$ cat src/hrp_pkg.sv
// hrp_pkg: shared types, character codes and helper functions for the
// http request header parser. No dependencies.
package hrp_pkg;

    // default queue depths
    localparam int ITEM_QUEUE_DEPTH   = 2;
    localparam int RESULT_QUEUE_DEPTH = 2;

    // character codes
    localparam logic [7:0] CHAR_HT    = 8'h09;
    localparam logic [7:0] CHAR_LF    = 8'h0A;
    localparam logic [7:0] CHAR_CR    = 8'h0D;
    localparam logic [7:0] CHAR_SP    = 8'h20;
    localparam logic [7:0] CHAR_DOT   = 8'h2E;
    localparam logic [7:0] CHAR_SLASH = 8'h2F;
    localparam logic [7:0] CHAR_ZERO  = 8'h30;
    localparam logic [7:0] CHAR_NINE  = 8'h39;
    localparam logic [7:0] CHAR_COLON = 8'h3A;
    localparam logic [7:0] CHAR_H     = 8'h48;
    localparam logic [7:0] CHAR_P     = 8'h50;
    localparam logic [7:0] CHAR_T     = 8'h54;
    localparam logic [7:0] CHAR_CTL_MAX = 8'd31;
    localparam logic [7:0] CHAR_DEL   = 8'd127;

    localparam logic [15:0] VERSION_MAX = 16'hFFFF;

    // parser states, codes as seen on the state register
    typedef enum logic [4:0] {
        ST_METHOD_START = 5'd0,
        ST_METHOD       = 5'd1,
        ST_URI_START    = 5'd2,
        ST_URI          = 5'd3,
        ST_VER_H        = 5'd4,
        ST_VER_T1       = 5'd5,
        ST_VER_T2       = 5'd6,
        ST_VER_P        = 5'd7,
        ST_VER_SLASH    = 5'd8,
        ST_MAJOR_START  = 5'd9,
        ST_MAJOR        = 5'd10,
        ST_MINOR_START  = 5'd11,
        ST_MINOR        = 5'd12,
        ST_NL1          = 5'd13,
        ST_LINE_START   = 5'd14,
        ST_LWS          = 5'd15,
        ST_HNAME        = 5'd16,
        ST_SPACE_VALUE  = 5'd17,
        ST_HVALUE       = 5'd18,
        ST_NL2          = 5'd19,
        ST_NL3          = 5'd20,
        ST_BODY         = 5'd21
    } parse_state_t;

    typedef enum logic [1:0] {
        RS_CONT = 2'd0,
        RS_DONE = 2'd1,
        RS_ERR  = 2'd2
    } status_t;

    typedef enum logic [2:0] {
        CL_NONE   = 3'd0,
        CL_METHOD = 3'd1,
        CL_URI    = 3'd2,
        CL_HNAME  = 3'd3,
        CL_HVALUE = 3'd4,
        CL_BODY   = 3'd5
    } byte_class_t;

    // one incoming request byte
    typedef struct packed {
        logic [7:0]  data_byte;
        logic [15:0] bytes_remaining;
        logic        restart;
    } request_t;

    // one result
    typedef struct packed {
        status_t     status;
        byte_class_t byte_class;
        logic        new_header;
        logic [7:0]  out_byte;
        logic [15:0] version_major;
        logic [15:0] version_minor;
    } result_t;

    // request byte after classification by the front end
    typedef struct packed {
        logic [7:0] data_byte;
        logic       more;      // bytes still follow this one
        logic       restart;
        logic       tok;       // token character
        logic       ctl;       // control character
        logic       dig;       // decimal digit
        logic [3:0] digit;
    } cls_item_t;

    function automatic logic is_ctl(input logic [7:0] b);
        return (b <= CHAR_CTL_MAX) || (b == CHAR_DEL);
    endfunction

    function automatic logic is_sep(input logic [7:0] b);
        logic r;
        case (b) inside
            8'h28, 8'h29, 8'h3C, 8'h3E, 8'h40, 8'h2C, 8'h3B, 8'h3A, 8'h5C, 8'h22,
            8'h2F, 8'h5B, 8'h5D, 8'h3F, 8'h3D, 8'h7B, 8'h7D, 8'h20, 8'h09:
                r = 1'b1;
            default:
                r = 1'b0;
        endcase
        return r;
    endfunction

    function automatic logic is_tok(input logic [7:0] b);
        return !b[7] && !is_ctl(b) && !is_sep(b);
    endfunction

    // acc * 10 + d, saturating at 16 bits
    function automatic logic [15:0] acc_digit(input logic [15:0] acc, input logic [3:0] d);
        logic [19:0] v;
        v = {1'b0, acc, 3'b000} + {3'b000, acc, 1'b0} + {16'd0, d};
        return (v > {4'd0, VERSION_MAX}) ? VERSION_MAX : v[15:0];
    endfunction

endpackage

$ cat src/hrp_fifo.sv
// hrp_fifo: small first-word-fall-through queue on flip-flops.
// Uses no package; depth must be at least 2.
module hrp_fifo #(
    parameter int WIDTH = 8,
    parameter int DEPTH = 2
) (
    input  logic             clk,
    input  logic             rst_n,
    input  logic             push,
    input  logic [WIDTH-1:0] wr_data,
    output logic             full,
    input  logic             pop,
    output logic [WIDTH-1:0] rd_data,
    output logic             empty
);

    localparam int PTR_W = $clog2(DEPTH);
    localparam int CNT_W = $clog2(DEPTH + 1);

    logic [WIDTH-1:0] mem_reg [DEPTH];
    logic [PTR_W-1:0] wr_ptr_reg, wr_ptr_next;
    logic [PTR_W-1:0] rd_ptr_reg, rd_ptr_next;
    logic [CNT_W-1:0] count_reg, count_next;
    logic             do_push, do_pop;

    assign full    = (count_reg == CNT_W'(DEPTH));
    assign empty   = (count_reg == '0);
    assign do_push = push && !full;
    assign do_pop  = pop && !empty;
    assign rd_data = mem_reg[rd_ptr_reg];

    // pointer and fill count update
    always_comb
    begin
        wr_ptr_next = wr_ptr_reg;
        rd_ptr_next = rd_ptr_reg;
        count_next  = count_reg;
        if (do_push)
        begin
            wr_ptr_next = (wr_ptr_reg == PTR_W'(DEPTH - 1)) ? '0 : wr_ptr_reg + 1'b1;
        end
        if (do_pop)
        begin
            rd_ptr_next = (rd_ptr_reg == PTR_W'(DEPTH - 1)) ? '0 : rd_ptr_reg + 1'b1;
        end
        if (do_push && !do_pop)
        begin
            count_next = count_reg + 1'b1;
        end
        else if (!do_push && do_pop)
        begin
            count_next = count_reg - 1'b1;
        end
    end

    always_ff @(posedge clk or negedge rst_n)
    begin
        if (!rst_n)
        begin
            wr_ptr_reg <= '0;
            rd_ptr_reg <= '0;
            count_reg  <= '0;
        end
        else
        begin
            wr_ptr_reg <= wr_ptr_next;
            rd_ptr_reg <= rd_ptr_next;
            count_reg  <= count_next;
        end
    end

    // storage, no reset
    always_ff @(posedge clk)
    begin
        if (do_push)
        begin
            mem_reg[wr_ptr_reg] <= wr_data;
        end
    end

endmodule

$ cat src/hrp_front.sv
// hrp_front: accepts request bytes, classifies them and queues them for the parser.
// Depends on hrp_pkg and hrp_fifo.
module hrp_front #(
    parameter int DEPTH = hrp_pkg::ITEM_QUEUE_DEPTH
) (
    input  logic                clk,
    input  logic                rst_n,
    input  logic                push,
    input  hrp_pkg::request_t   request,
    output logic                full,
    output hrp_pkg::cls_item_t  item,
    output logic                item_valid,
    input  logic                item_take
);

    localparam int ITEM_W = $bits(hrp_pkg::cls_item_t);

    hrp_pkg::cls_item_t cls;
    logic [ITEM_W-1:0]  q_rd_data;
    logic               q_empty;

    // character classification of the incoming byte
    always_comb
    begin
        cls.data_byte = request.data_byte;
        cls.more      = (request.bytes_remaining != '0);
        cls.restart   = request.restart;
        cls.tok       = hrp_pkg::is_tok(request.data_byte);
        cls.ctl       = hrp_pkg::is_ctl(request.data_byte);
        cls.dig       = (request.data_byte >= hrp_pkg::CHAR_ZERO)
                     && (request.data_byte <= hrp_pkg::CHAR_NINE);
        cls.digit     = request.data_byte[3:0];
    end

    // decoupling queue toward the parser
    hrp_fifo #(
        .WIDTH (ITEM_W),
        .DEPTH (DEPTH)
    ) u_item_queue (
        .clk     (clk),
        .rst_n   (rst_n),
        .push    (push),
        .wr_data (cls),
        .full    (full),
        .pop     (item_take),
        .rd_data (q_rd_data),
        .empty   (q_empty)
    );

    assign item       = hrp_pkg::cls_item_t'(q_rd_data);
    assign item_valid = !q_empty;

endmodule

$ cat src/hrp_back.sv
// hrp_back: request parser state machine and the result queue.
// Depends on hrp_pkg and hrp_fifo.
module hrp_back #(
    parameter int DEPTH = hrp_pkg::RESULT_QUEUE_DEPTH
) (
    input  logic               clk,
    input  logic               rst_n,
    input  hrp_pkg::cls_item_t item,
    input  logic               item_valid,
    output logic               item_take,
    output hrp_pkg::result_t   res_next,
    output hrp_pkg::result_t   result,
    output logic               empty,
    input  logic               pop
);

    localparam int RES_W = $bits(hrp_pkg::result_t);

    hrp_pkg::parse_state_t state_reg, state_next;
    logic                  seen_reg, seen_next;
    logic [15:0]           major_reg, major_next;
    logic [15:0]           minor_reg, minor_next;
    hrp_pkg::status_t      status;
    hrp_pkg::byte_class_t  byte_class;
    logic                  new_header;
    logic                  res_full;
    logic [RES_W-1:0]      res_rd_data;
    logic                  is_sp_ht;

    assign item_take = item_valid && !res_full;
    assign is_sp_ht  = (item.data_byte == hrp_pkg::CHAR_SP)
                    || (item.data_byte == hrp_pkg::CHAR_HT);

    // next state and version accumulators
    always_comb
    begin
        state_next = state_reg;
        seen_next  = seen_reg;
        major_next = major_reg;
        minor_next = minor_reg;
        if (item.restart)
        begin
            state_next = hrp_pkg::ST_METHOD_START;
            seen_next  = 1'b0;
            major_next = '0;
            minor_next = '0;
        end
        else
        begin
            unique case (state_reg)
                hrp_pkg::ST_METHOD_START:
                begin
                    if (item.tok) state_next = hrp_pkg::ST_METHOD;
                end
                hrp_pkg::ST_METHOD:
                begin
                    if (item.data_byte == hrp_pkg::CHAR_SP) state_next = hrp_pkg::ST_URI;
                end
                hrp_pkg::ST_URI_START:
                begin
                    if (!item.ctl) state_next = hrp_pkg::ST_URI;
                end
                hrp_pkg::ST_URI:
                begin
                    if (item.data_byte == hrp_pkg::CHAR_SP) state_next = hrp_pkg::ST_VER_H;
                end
                hrp_pkg::ST_VER_H:
                begin
                    if (item.data_byte == hrp_pkg::CHAR_H) state_next = hrp_pkg::ST_VER_T1;
                end
                hrp_pkg::ST_VER_T1:
                begin
                    if (item.data_byte == hrp_pkg::CHAR_T) state_next = hrp_pkg::ST_VER_T2;
                end
                hrp_pkg::ST_VER_T2:
                begin
                    if (item.data_byte == hrp_pkg::CHAR_T) state_next = hrp_pkg::ST_VER_P;
                end
                hrp_pkg::ST_VER_P:
                begin
                    if (item.data_byte == hrp_pkg::CHAR_P) state_next = hrp_pkg::ST_VER_SLASH;
                end
                hrp_pkg::ST_VER_SLASH:
                begin
                    if (item.data_byte == hrp_pkg::CHAR_SLASH)
                    begin
                        major_next = '0;
                        minor_next = '0;
                        state_next = hrp_pkg::ST_MAJOR_START;
                    end
                end
                hrp_pkg::ST_MAJOR_START:
                begin
                    if (item.dig)
                    begin
                        major_next = hrp_pkg::acc_digit(major_reg, item.digit);
                        state_next = hrp_pkg::ST_MAJOR;
                    end
                end
                hrp_pkg::ST_MAJOR:
                begin
                    if (item.data_byte == hrp_pkg::CHAR_DOT)
                    begin
                        state_next = hrp_pkg::ST_MINOR_START;
                    end
                    else if (item.dig)
                    begin
                        major_next = hrp_pkg::acc_digit(major_reg, item.digit);
                    end
                end
                hrp_pkg::ST_MINOR_START:
                begin
                    if (item.dig)
                    begin
                        minor_next = hrp_pkg::acc_digit(minor_reg, item.digit);
                        state_next = hrp_pkg::ST_MINOR;
                    end
                end
                hrp_pkg::ST_MINOR:
                begin
                    if (item.data_byte == hrp_pkg::CHAR_CR)
                    begin
                        state_next = hrp_pkg::ST_NL1;
                    end
                    else if (item.dig)
                    begin
                        minor_next = hrp_pkg::acc_digit(minor_reg, item.digit);
                    end
                end
                hrp_pkg::ST_NL1, hrp_pkg::ST_NL2:
                begin
                    if (item.data_byte == hrp_pkg::CHAR_LF) state_next = hrp_pkg::ST_LINE_START;
                end
                hrp_pkg::ST_LINE_START:
                begin
                    if (item.data_byte == hrp_pkg::CHAR_CR)
                    begin
                        state_next = hrp_pkg::ST_NL3;
                    end
                    else if (seen_reg && is_sp_ht)
                    begin
                        state_next = hrp_pkg::ST_LWS;
                    end
                    else if (item.tok)
                    begin
                        seen_next  = 1'b1;
                        state_next = hrp_pkg::ST_HNAME;
                    end
                end
                hrp_pkg::ST_LWS:
                begin
                    if (item.data_byte == hrp_pkg::CHAR_CR)
                    begin
                        state_next = hrp_pkg::ST_NL2;
                    end
                    else if (!is_sp_ht && !item.ctl)
                    begin
                        state_next = hrp_pkg::ST_HVALUE;
                    end
                end
                hrp_pkg::ST_HNAME:
                begin
                    if (item.data_byte == hrp_pkg::CHAR_COLON) state_next = hrp_pkg::ST_SPACE_VALUE;
                end
                hrp_pkg::ST_SPACE_VALUE:
                begin
                    if (item.data_byte == hrp_pkg::CHAR_SP) state_next = hrp_pkg::ST_HVALUE;
                end
                hrp_pkg::ST_HVALUE:
                begin
                    if (item.data_byte == hrp_pkg::CHAR_CR) state_next = hrp_pkg::ST_NL2;
                end
                hrp_pkg::ST_NL3:
                begin
                    if (item.data_byte == hrp_pkg::CHAR_LF && item.more)
                    begin
                        state_next = hrp_pkg::ST_BODY;
                    end
                end
                default:
                begin
                    state_next = state_reg;
                end
            endcase
        end
    end

    // result fields for the current byte
    always_comb
    begin
        status     = hrp_pkg::RS_CONT;
        byte_class = hrp_pkg::CL_NONE;
        new_header = 1'b0;
        if (!item.restart)
        begin
            unique case (state_reg)
                hrp_pkg::ST_METHOD_START:
                begin
                    if (item.tok) byte_class = hrp_pkg::CL_METHOD;
                    else status = hrp_pkg::RS_ERR;
                end
                hrp_pkg::ST_METHOD:
                begin
                    if (item.data_byte == hrp_pkg::CHAR_SP) status = hrp_pkg::RS_CONT;
                    else if (item.tok) byte_class = hrp_pkg::CL_METHOD;
                    else status = hrp_pkg::RS_ERR;
                end
                hrp_pkg::ST_URI_START:
                begin
                    if (item.ctl) status = hrp_pkg::RS_ERR;
                    else byte_class = hrp_pkg::CL_URI;
                end
                hrp_pkg::ST_URI:
                begin
                    if (item.data_byte == hrp_pkg::CHAR_SP) status = hrp_pkg::RS_CONT;
                    else if (item.ctl) status = hrp_pkg::RS_ERR;
                    else byte_class = hrp_pkg::CL_URI;
                end
                hrp_pkg::ST_VER_H:
                begin
                    if (item.data_byte != hrp_pkg::CHAR_H) status = hrp_pkg::RS_ERR;
                end
                hrp_pkg::ST_VER_T1, hrp_pkg::ST_VER_T2:
                begin
                    if (item.data_byte != hrp_pkg::CHAR_T) status = hrp_pkg::RS_ERR;
                end
                hrp_pkg::ST_VER_P:
                begin
                    if (item.data_byte != hrp_pkg::CHAR_P) status = hrp_pkg::RS_ERR;
                end
                hrp_pkg::ST_VER_SLASH:
                begin
                    if (item.data_byte != hrp_pkg::CHAR_SLASH) status = hrp_pkg::RS_ERR;
                end
                hrp_pkg::ST_MAJOR_START, hrp_pkg::ST_MINOR_START:
                begin
                    if (!item.dig) status = hrp_pkg::RS_ERR;
                end
                hrp_pkg::ST_MAJOR:
                begin
                    if (item.data_byte != hrp_pkg::CHAR_DOT && !item.dig) status = hrp_pkg::RS_ERR;
                end
                hrp_pkg::ST_MINOR:
                begin
                    if (item.data_byte != hrp_pkg::CHAR_CR && !item.dig) status = hrp_pkg::RS_ERR;
                end
                hrp_pkg::ST_NL1, hrp_pkg::ST_NL2:
                begin
                    if (item.data_byte != hrp_pkg::CHAR_LF) status = hrp_pkg::RS_ERR;
                end
                hrp_pkg::ST_LINE_START:
                begin
                    if (item.data_byte == hrp_pkg::CHAR_CR || (seen_reg && is_sp_ht))
                    begin
                        status = hrp_pkg::RS_CONT;
                    end
                    else if (item.tok)
                    begin
                        new_header = 1'b1;
                        byte_class = hrp_pkg::CL_HNAME;
                    end
                    else
                    begin
                        status = hrp_pkg::RS_ERR;
                    end
                end
                hrp_pkg::ST_LWS:
                begin
                    if (item.data_byte == hrp_pkg::CHAR_CR || is_sp_ht) status = hrp_pkg::RS_CONT;
                    else if (item.ctl) status = hrp_pkg::RS_ERR;
                    else byte_class = hrp_pkg::CL_HVALUE;
                end
                hrp_pkg::ST_HNAME:
                begin
                    if (item.data_byte == hrp_pkg::CHAR_COLON) status = hrp_pkg::RS_CONT;
                    else if (item.tok) byte_class = hrp_pkg::CL_HNAME;
                    else status = hrp_pkg::RS_ERR;
                end
                hrp_pkg::ST_SPACE_VALUE:
                begin
                    if (item.data_byte != hrp_pkg::CHAR_SP) status = hrp_pkg::RS_ERR;
                end
                hrp_pkg::ST_HVALUE:
                begin
                    if (item.data_byte == hrp_pkg::CHAR_CR) status = hrp_pkg::RS_CONT;
                    else if (item.ctl) status = hrp_pkg::RS_ERR;
                    else byte_class = hrp_pkg::CL_HVALUE;
                end
                hrp_pkg::ST_NL3:
                begin
                    if (item.data_byte != hrp_pkg::CHAR_LF) status = hrp_pkg::RS_ERR;
                    else if (!item.more) status = hrp_pkg::RS_DONE;
                end
                hrp_pkg::ST_BODY:
                begin
                    byte_class = hrp_pkg::CL_BODY;
                    status     = item.more ? hrp_pkg::RS_CONT : hrp_pkg::RS_DONE;
                end
                default:
                begin
                    status = hrp_pkg::RS_ERR;
                end
            endcase
        end
    end

    // assemble the result
    always_comb
    begin
        res_next.status        = status;
        res_next.byte_class    = byte_class;
        res_next.new_header    = new_header;
        res_next.out_byte      = item.data_byte;
        res_next.version_major = major_next;
        res_next.version_minor = minor_next;
    end

    // parser state registers
    always_ff @(posedge clk or negedge rst_n)
    begin
        if (!rst_n)
        begin
            state_reg <= hrp_pkg::ST_METHOD_START;
            seen_reg  <= 1'b0;
            major_reg <= '0;
            minor_reg <= '0;
        end
        else if (item_take)
        begin
            state_reg <= state_next;
            seen_reg  <= seen_next;
            major_reg <= major_next;
            minor_reg <= minor_next;
        end
    end

    // result queue
    hrp_fifo #(
        .WIDTH (RES_W),
        .DEPTH (DEPTH)
    ) u_result_queue (
        .clk     (clk),
        .rst_n   (rst_n),
        .push    (item_take),
        .wr_data (res_next),
        .full    (res_full),
        .pop     (pop),
        .rd_data (res_rd_data),
        .empty   (empty)
    );

    assign result = hrp_pkg::result_t'(res_rd_data);

endmodule

$ cat src/http_request_header_parser.sv
// http_request_header_parser: top level, front classifier plus back parser.
// Depends on hrp_pkg, hrp_fifo, hrp_front and hrp_back.

// Byte-at-a-time HTTP/1.1 request parser. Each pushed request carries one byte,
// the count of bytes still to follow and a restart flag; each yields exactly one
// result tagging the byte (method, uri, header name, header value, body or none),
// flagging the first byte of each header and giving continue, complete or error,
// with the saturating major.minor version seen so far. Throughput is one byte per
// cycle while the result queue has room: the parser state machine updates its
// state once per accepted byte. A pushed byte is registered in the classifier
// queue; the parser then writes its result into the result queue, from which
// it can be popped. A byte giving complete or error leaves the parser state as
// it was; later bytes are parsed on from that state until a restart request.
module http_request_header_parser #(
    parameter int ITEM_DEPTH   = hrp_pkg::ITEM_QUEUE_DEPTH,
    parameter int RESULT_DEPTH = hrp_pkg::RESULT_QUEUE_DEPTH
) (
    input  logic              clk,
    input  logic              rst_n,
    input  logic              push,
    input  hrp_pkg::request_t request,
    output logic              full,
    output hrp_pkg::result_t  result,
    output logic              empty,
    input  logic              pop
);

    hrp_pkg::cls_item_t item;
    logic               item_valid;
    logic               item_take;
    hrp_pkg::result_t   res_next;

    // classification and input queue
    hrp_front #(
        .DEPTH (ITEM_DEPTH)
    ) u_front (
        .clk        (clk),
        .rst_n      (rst_n),
        .push       (push),
        .request    (request),
        .full       (full),
        .item       (item),
        .item_valid (item_valid),
        .item_take  (item_take)
    );

    // parser and result queue
    hrp_back #(
        .DEPTH (RESULT_DEPTH)
    ) u_back (
        .clk        (clk),
        .rst_n      (rst_n),
        .item       (item),
        .item_valid (item_valid),
        .item_take  (item_take),
        .res_next   (res_next),
        .result     (result),
        .empty      (empty),
        .pop        (pop)
    );

    // an error result carries no class and no header start
    a_err_clean: assert property (@(posedge clk) disable iff (!rst_n)
        (!empty && result.status == hrp_pkg::RS_ERR)
            |-> (result.byte_class == hrp_pkg::CL_NONE && !result.new_header))
        else $error("error result carries a byte class");

    // a header start is always a header name byte
    a_nh_name: assert property (@(posedge clk) disable iff (!rst_n)
        (!empty && result.new_header) |-> (result.byte_class == hrp_pkg::CL_HNAME))
        else $error("new header flag on a non-name byte");

    // a restart clears the version accumulators in its own result
    a_restart_clear: assert property (@(posedge clk) disable iff (!rst_n)
        (item_take && item.restart)
            |-> (res_next.version_major == '0 && res_next.version_minor == '0
                 && res_next.status == hrp_pkg::RS_CONT))
        else $error("restart did not clear the parser");

    // the parser only consumes a queued byte
    a_take_valid: assert property (@(posedge clk) disable iff (!rst_n)
        item_take |-> item_valid)
        else $error("parser took a byte from an empty queue");

endmodule

$ cat config.mk
export PLATFORM = sky130hd
export DESIGN_NAME = http_request_header_parser
export DESIGN_NICKNAME = d
export VERILOG_FILES = /design/src/hrp_pkg.sv /design/src/hrp_fifo.sv /design/src/hrp_front.sv /design/src/hrp_back.sv /design/src/http_request_header_parser.sv
export SDC_FILE = /design/constraint.sdc
export NUM_CORES = 1
export LEC_CHECK = 0
export BUFFER_PORTS_ARGS = -buffer_cell sky130_fd_sc_hd__buf_2
export CORE_MARGIN = 5
export CORE_UTILIZATION = 43
export CTS_BUF_LIST = sky130_fd_sc_hd__clkbuf_8
export DETAILED_ROUTE_END_ITERATION = 16
export SYNTH_ARGS = -nofsm -noshare
export SYNTH_HDL_FRONTEND = slang
export SYNTH_SLANG_ARGS = --single-unit
export TNS_END_PERCENT = 20
$ cat constraint.sdc
create_clock -name clk -period 5.3 [get_ports clk]
set_input_delay 0.265 -clock clk [delete_from_list [all_inputs] [get_ports clk]]
set_output_delay 0.265 -clock clk [all_outputs]
set_load 0.02 [all_outputs]
-- After elaboration in Yosys (flattened, before gate mapping)
Memories as Yosys holds them, arrays and structs flattened.
Index checks and enable logic that the tools add are counted.
- register bits after elaboration: 46
- latch bits: 0
- RAM bits: 126
- ROM bits: 0
- logic and storage cells: 254
- memories: 2
- memory list (memory ; depth ; bits a word ; read ports ; clocked after memory_dff ; wr ports ; line ; source):
    u_back.u_result_queue.mem_reg ; 2 ; 46 ; 1 ; 0 ; 1 ; hrp_fifo.sv:20 ; logic [WIDTH-1:0] mem_reg [DEPTH];
    u_front.u_item_queue.mem_reg ; 2 ; 17 ; 1 ; 0 ; 1 ; hrp_fifo.sv:20 ;
- add/subtract/negate cells: 12
- multipliers: 0
- divide/modulo/power cells: 0
- order comparisons: 5
- eq/ne operators: 83
- shifts and indexed selects: 0
- muxes and demuxes: 92
- bitwise operators: 0
- reductions and logical operators: 50
- operators by type and width (cell ; number):
    two-way mux 16 bit ; 10
    equality test 8 x 6 -> 1 bit (second input constant) ; 16
    two-way mux 5 bit ; 24
    case mux 5 bit (20 select lines) ; 1
    case mux 16 bit (3 select lines) ; 2
    equality test 8 x 7 -> 1 bit (second input constant) ; 10
    two-way mux 2 bit ; 27
    inequality test 3 x 1 -> 1 bit (second input constant) ; 16
    adder 19 x 17 -> 20 bit ; 2
    adder 20 x 4 -> 20 bit ; 2
    equality test 5 x 4 -> 1 bit (second input constant) ; 8
    greater-than comparator 20 x 16 -> 1 bit (second input constant) ; 2
    case mux 2 bit (19 select lines) ; 1
    equality test 8 x 4 -> 1 bit (second input constant) ; 4
    equality test 5 bit (second input constant) ; 6
    case mux 3 bit (9 select lines) ; 1
    inequality test 8 x 6 -> 1 bit (second input constant) ; 3
    inequality test 8 x 7 -> 1 bit (second input constant) ; 3
    AND reduction 22 bit ; 1
    nonzero test 21 bit ; 1
    equality test 5 x 3 -> 1 bit (second input constant) ; 4
    two-way mux 1 bit ; 20
    OR reduction 19 bit ; 1
    two-way mux 3 bit ; 6
    23 further kinds ; 71

-- Longest topological paths before layout
Gate-level depths: netlist of run 1.
An unclocked memory read counts as a cell.
- depth after elaboration: 9
- mapped depth: 17
- mapped depth without buffers: 13

-- Modules after synthesis
From an unflattened synthesis of run 1, not the netlist that was laid out.
- cells, all modules: 1073
- area, all modules: 11307.1 um^2
- modules (own cells, without submodules) (module ; instances ; cells an instance ; area an instance (um^2)):
    hrp_back ; 1 ; 798 ; 5916.9
    hrp_fifo at u_back.u_result_queue ; 1 ; 162 ; 3639.7
    hrp_fifo at u_front.u_item_queue ; 1 ; 72 ; 1473.9
    hrp_front ; 1 ; 41 ; 276.5

-- Least setup slack after synthesis of run 1
OpenSTA, ideal clock, no wires.
- path type: register to register
- start: register u_front.u_item_queue.rd_ptr_reg
- end: memory u_back.u_result_queue.mem_reg[0][1] (netlist bit), data pin
- setup time: 260 ps
- data arrival time: 4220 ps
- data required time: 5040 ps
- setup slack: 820 ps
- stages on the path, launching flop included: 16
- buffers on the path: 3
- cells stage by stage: dfrtp_1 -> clkbuf_8 -> buf_2 -> buf_2 -> mux2_2 -> ha_1 -> ha_1 -> fa_1 -> a21oi_1 -> o211ai_1 -> a2111o_1 -> o211ai_1 -> nor2_1 -> or4_4 -> or3_1 -> a32o_1
- RTL lines (what ; line ; source):
    start: declaration ; hrp_fifo.sv:22 ; logic [PTR_W-1:0] rd_ptr_reg, rd_ptr_next;
    start signal: assignment ; hrp_fifo.sv:67 ; rd_ptr_reg <= rd_ptr_next;
    end: declaration ; hrp_fifo.sv:20 ;

==> run summary, run 1 <==
hold depth: 1
number of H-tree levels: 4
Clock Root Buffer: clkbuf_8
Total Wirelength: 26.0 mm
number of global-route vias before repair: 7,889
P_leak: 4.90 nW
register-to-register setup slack: 570 ps
Vias/cell: 5.80
fin cells: 1,407
post-layout min period: 4730 ps
post-route ant nets: 0
Post-CTS Setup Repair Bufs: 0
Synth Warn #: 0
synthesized flop and latch total: 164
Starting Density: 43.9%
# IOs: 77
Synth area leaders: edfxtp_1 (34%), dfrtp_1 (11%), ha_1 (7.7%)
overall routing resource usage: 19.5%
CTS clk-pin slew, worst paths: 90 ps
Num CTS Buffers: 17
Net Count, Synth: 1,104
commonest non-fill, non-tap cell in the layout: edfxtp_1
CTS tree: built
FP Rows: 56
FF-to-FF path depth: 13
reg2reg end: u_back.u_result_queue.mem_reg[1][3]
Net Sw Frac: 41.8%
hold endpoint: u_front.u_item_queue.mem_reg[0][13]
Placeable Area: 0.0236 mm2
share of cells above drive strength 1: 18.4%
Clock Latency Late Sink: 480 ps
per-cell routed wire length: 18.5 um
Max-Cap Viols: 0
Layout Skew: 24.7 ps
DR iter-0 viols: 709
sequential area share after synthesis: 45.3%
CP startpoint: u_front.u_item_queue.rd_ptr_reg
r2r startpoint: u_front.u_item_queue.rd_ptr_reg
cts repair resizes: 0
Mapped Area: 0.0104 mm2
outcome: finished, final reports clean
CP Launch Type: flip-flop
DR vias: 8,155
die area: 0.0273 mm2
Max Transition Viols Final: 0
CTS sink cnt: 164
relative slew slack: 20.0%
top_reg_cell synth: edfxtp_1
setup TNS: 0 ps
GPL Wtd Cong: 0.911
fin util: 48.8%
GRT overflow: 0
ratio of final minimum period to clock period: 89.3%
placed cells: 1,373
Syn Area/Cell: 10.3 um2
number of port buffers: 76
first-pass GRT wire length: 41.9 mm
CP Class: reg -> reg
clock power share: 18.2%
Sw Pwr: 2.28 mW
Critical Path AT: 4950 ps
clk buf depth: 2
internal power: 3.17 mW
Post-synth EDFFs: 118
critical path endpoint category: flip-flop
antenna violations before repair: 0
CP peak stage delay: 690 ps
final hold slack: 60.8 ps
Detailed Routing Iterations Pass 1: 6
Hold Path Class: in -> reg
largest net degree at the start of global routing: 47
DRC Markers: 0
nets@finish: 1,172
Die Span Y: 165 um
Reg power frac: 38.4%
most frequent cells in the layout: edfxtp_1 (118), nand2_1 (99), nor2_1 (83)
distinct cell type count after synthesis: 78
worst endpoint required time: 5520 ps
Synth top area share: 34.2%
Crit-path slowest cell: or4_4
# diodes: 0
die width: 165 um
PD cells: 473 mW/mm2
final hold viol count: 0
hold path startpoint: request[21]
Worst Tran Pin Value: 1200 ps
FMAX: 211 MHz
Post-DP HPWL: 18.1 mm
share of synthesized registers carrying an async set or reset: 28.0%
final setup fails: 0
combinational power share: 43.5%
worst path cell trace: buf_4 > mux2_2 > ha_1 > ha_1 > fa_1 > a21oi_1 > o211ai_1 > a2111o_1 > o211ai_1 > nor2_1 > or4_4 > or3_1 > a32o_1
CP Max Fanout: 22
RSZ-0062 raised after global routing: false
Area Growth Syn to Fin: 11.2%
VDD IR max: 0.271 mV
cts hold-fix bufs: 2
Largest register FFs: 92
largest area contributor in the netlist: edfxtp_1
Gate Count Post-Synth: 1,007
-- worst max-delay path: cells and delay by family, from the launching register on --
family	cells	cell delay, ps
AOI/OAI and AO/OA	5	1290
and+or+nand+nor	3	1210
adders and majority gates	3	840
DFF	1	420
muxes	1	420
buffers and inverters	1	290
-- through the flow --
step | total power, mW | setup slack (ps) | cell area (um2)
final | 5.45 | 568 | 11500
after floorplan | 3.71 | 820 | 10400
after global routing | 5.78 | 286 | 11500
after global placement | 4.49 | 676 | 11100
after CTS | 5.52 | 594 | 11500
after detailed placement | 4.51 | 606 | 11100
-- synth_stat cells (8+ instances only) --
cell,n
dfrtp_1,46
a31oi_1,14
nor3b_1,10
o211ai_1,11
o22ai_1,18
inv_1,19
ha_1,64
mux2_2,51
nor4_1,8
a211oi_1,14
nand2_1,99
or2_2,8
a21oi_1,50
mux2i_1,11
nand2b_1,9
nor2_1,84
xnor2_1,23
o31ai_1,17
nand3_1,23
a21o_1,22
nor3_1,47
and3_1,8
clkbuf_1,37
xor2_1,16
o21ai_0,52
edfxtp_1,118
-- cells by family after synthesis --
family	share of synthesized area [%]
AND/OR/NAND/NOR	15.5
flip-flops	45.3
XOR/XNOR	3.30
AO/OA/AOI/OAI	18.0
multiplexers	6.61
buffers and inverters	2.77
adder cells (fa/ha/maj)	8.50
-- power by group through the flow --
stage,clock [mW],sequential (mW),combinational (mW)
final,0.991,2.09,2.37
after global routing,1.07,2.13,2.57
after CTS,1.02,2.10,2.40
after detailed placement,0,2.12,2.39
after global placement,0,2.11,2.39
after floorplan,0,2.03,1.68
-- worst max path at each step --
stage / to / slack (ps)
floorplan: u_back.u_result_queue.mem_reg[0][1] / 820
global placement: u_back.u_result_queue.mem_reg[0][3] / 680
detailed placement: u_back.u_result_queue.mem_reg[1][3] / 610
CTS: u_back.u_result_queue.mem_reg[1][3] / 590
global route: u_back.u_result_queue.mem_reg[0][3] / 290
finish: u_back.u_result_queue.mem_reg[1][3] / 570
-- routing by layer --
layer / global-route usage [%] / part of all wire [%] / up-vias
li1: - / - / 3969
met5: 0 / 0 / -
met2: 30.8 / 46 / 247
met1: 27.7 / 48 / 3905
met4: 5.26 / 1.7 / 0
met3: 3.40 / 5.1 / 34
-- layout make-up --
class                   count  area [um2]
repair buffers             96         536
flip-flops and latches    164        4700
well taps                 319         399
fillers                  2240       12100
multi-input cells         775        5390
clock buffers              17         234
clock inverters            15         190
inverters                  21        78.8
No activity file was read; power rests on OpenSTA's default activity.
==> inputs of run 2 (changes only) <==
--- a/config.mk
+++ b/config.mk
@@ -10,7 +10,9 @@
 export CORE_UTILIZATION = 43
 export CTS_BUF_LIST = sky130_fd_sc_hd__clkbuf_8
 export DETAILED_ROUTE_END_ITERATION = 16
+export GPL_TIMING_DRIVEN = 0
 export SYNTH_ARGS = -nofsm -noshare
 export SYNTH_HDL_FRONTEND = slang
+export SYNTH_HIERARCHICAL = 1
 export SYNTH_SLANG_ARGS = --single-unit
 export TNS_END_PERCENT = 20
==> run 2 against run 1 <==
Compared with the run above: maximum frequency fell by 1.5%; area after synthesis is 8.5% higher; highest routed layer unchanged; sequential share of layout area fell by 1.2 points; largest cell class unchanged; core utilization shrank 0.63 points; combinational power grew 9.7%.
==> run summary, run 2 <==
outcome: finished, final reports clean
Sw Pwr: 2.32 mW
P_leak: 5.18 nW
most frequent cells in the layout: edfxtp_1 (126), nand2_1 (123), a21oi_1 (92)
number of H-tree levels: 4
Post-DP HPWL: 21.2 mm
Placeable Area: 0.0259 mm2
clock power share: 16.3%
FMAX: 208 MHz
CP most frequent cell: fa_1
# IOs: 77
worst endpoint required time: 5470 ps
r2r startpoint: u_front/u_item_queue/rd_ptr_reg
VDD IR max: 0.325 mV
die width: 172 um
per-cell routed wire length: 19.4 um
FF-to-FF path depth: 14
critical path endpoint category: flip-flop
post-layout min period: 4810 ps
# diodes: 0
Layout fillers: 2,396
Clock Root Buffer: clkbuf_8
Max Transition Viols Final: 0
register-to-register setup slack: 490 ps
DR iter-0 viols: 662
Starting Density: 43.4%
Gate Count Post-Synth: 1,064
GPL Wtd Cong: 0.960
Net Sw Frac: 41.4%
Area Growth Syn to Fin: 11.0%
final setup fails: 0
internal power: 3.27 mW
Synth Warn #: 6
die area: 0.0295 mm2
Die Span Y: 172 um
ratio of final minimum period to clock period: 90.7%
CTS tree: built
CTS clk-pin slew, worst paths: 100 ps
Max-Cap Viols: 0
FP Rows: 59
CP Launch Type: flip-flop
share of cells above drive strength 1: 20.4%
cts hold-fix bufs: 1
PD cells: 448 mW/mm2
Critical Path AT: 4970 ps
combinational power share: 46.4%
Num CTS Buffers: 17
GRT overflow: 0
Mapped Area: 0.0112 mm2
relative slew slack: 22.9%
CP Class: reg -> reg
reg2reg end: u_back/u_result_queue/mem_reg[0][11]
overall routing resource usage: 20.0%
commonest non-fill, non-tap cell in the layout: edfxtp_1
CTS sink cnt: 172
antenna violations before repair: 0
Net Count, Synth: 1,161
worst path cell trace: buf_6 > buf_12 > mux2_4 > fa_1 > fa_1 > a21oi_1 > o21ai_0 > nand2_1 > o311ai_0 > o2111a_1 > o21ai_1 > nor3_2 > buf_2 > a221oi_1
final hold viol count: 0
largest net degree at the start of global routing: 47
Post-CTS Setup Repair Bufs: 0
number of global-route vias before repair: 8,605
fin util: 48.2%
Crit-path slowest cell: fa_1
Hold Path Class: in -> async
setup TNS: 0 ps
post-route ant nets: 0
Total Wirelength: 29.3 mm
DR vias: 8,911
Layout Skew: 14.2 ps
number of port buffers: 76
RSZ-0062 raised after global routing: false
Vias/cell: 5.90
cts repair resizes: 0
Clock Latency Late Sink: 470 ps
Largest register FFs: 92
placed cell area: 0.0121 mm2
Reg area: 0.00493 mm2
nets@finish: 1,259
post-route cell area: 0.0125 mm2
CP peak stage delay: 600 ps
first-pass GRT wire length: 46.5 mm
Worst Tran Pin Value: 1160 ps
CP Max Fanout: 10
clk buf depth: 2
Syn Area/Cell: 10.6 um2
DRC Markers: 0
Power Total: 5.59 mW
Detailed Routing Iterations Pass 1: 5
Reg power frac: 37.2%
area of the multi-input gates: 0.00585 mm2
run 2: how the worst max path moves through the flow:
stage / endpoint / start / cells after the start
after floorplan: u_back/u_result_queue/mem_reg[0][31] / u_front/u_item_queue/rd_ptr_reg / 13
after global placement: u_back/u_result_queue/mem_reg[0][9] / u_back/u_result_queue/count_reg[0] / 6
after detailed placement: u_back/u_result_queue/mem_reg[0][11] / u_front/u_item_queue/rd_ptr_reg / 13
after CTS: u_back/u_result_queue/mem_reg[0][11] / u_front/u_item_queue/rd_ptr_reg / 13
after global routing: u_back/u_result_queue/mem_reg[0][11] / u_front/u_item_queue/rd_ptr_reg / 13
final: u_back/u_result_queue/mem_reg[0][11] / u_front/u_item_queue/rd_ptr_reg / 14
run 2: final cells by class:
class,count,share of cell area [%]
Buffer,65,2.80
Clock buffer,17,1.87
Clock inverter,15,1.16
Inverter,30,0.902
Multi-Input combinational cell,797,46.9
Sequential cell,172,39.5
Tap cell,335,3.36
Timing Repair Buffer,79,3.45
run 2: power groups by stage:
| stage | clock, mW | combinational (mW) | sequential, mW |
|---|---|---|---|
| final | 0.914 | 2.60 | 2.08 |
| after global routing | 1.00 | 2.80 | 2.13 |
| after CTS | 0.943 | 2.63 | 2.09 |
| after detailed placement | 0 | 2.62 | 2.12 |
| after global placement | 0 | 2.56 | 2.13 |
| after floorplan | 0 | 1.80 | 2.10 |
run 2: critical path, delay by kind of cell, from the launching register on:
family / cells / cell delay [ps]
AO/OA/AOI/OAI: 6 / 1640
adder cells (fa/ha/maj): 2 / 830
multiplexers: 1 / 350
AND/OR/NAND/NOR: 2 / 610
buffers and inverters: 3 / 670
flip-flops: 1 / 390
run 2: through the flow:
| step | instances | setup slack, ps | hold WS (ps) |
|---|---|---|---|
| 2_1_floorplan | 1064 | 1360 | -30.6 |
| 3_3_place_gp | 1475 | -38.0 | 455 |
| 3_5_place_dp | 1477 | 548 | 462 |
| 4_1_cts | 1510 | 500 | 18.1 |
| 5_1_grt | 1510 | 283 | 12.9 |
| 6_report | 1510 | 494 | 27.8 |
run 2: routing by layer:
layer	GRT usage (%)	vias to the layer above	part of all wire, %	wire length [um]
li1	-	4240	-	-
met1	26.9	4267	44	12800
met2	32.4	351	47	13700
met3	3.54	53	6.7	1960
met4	7.54	0	3.1	898
met5	0	-	0	0
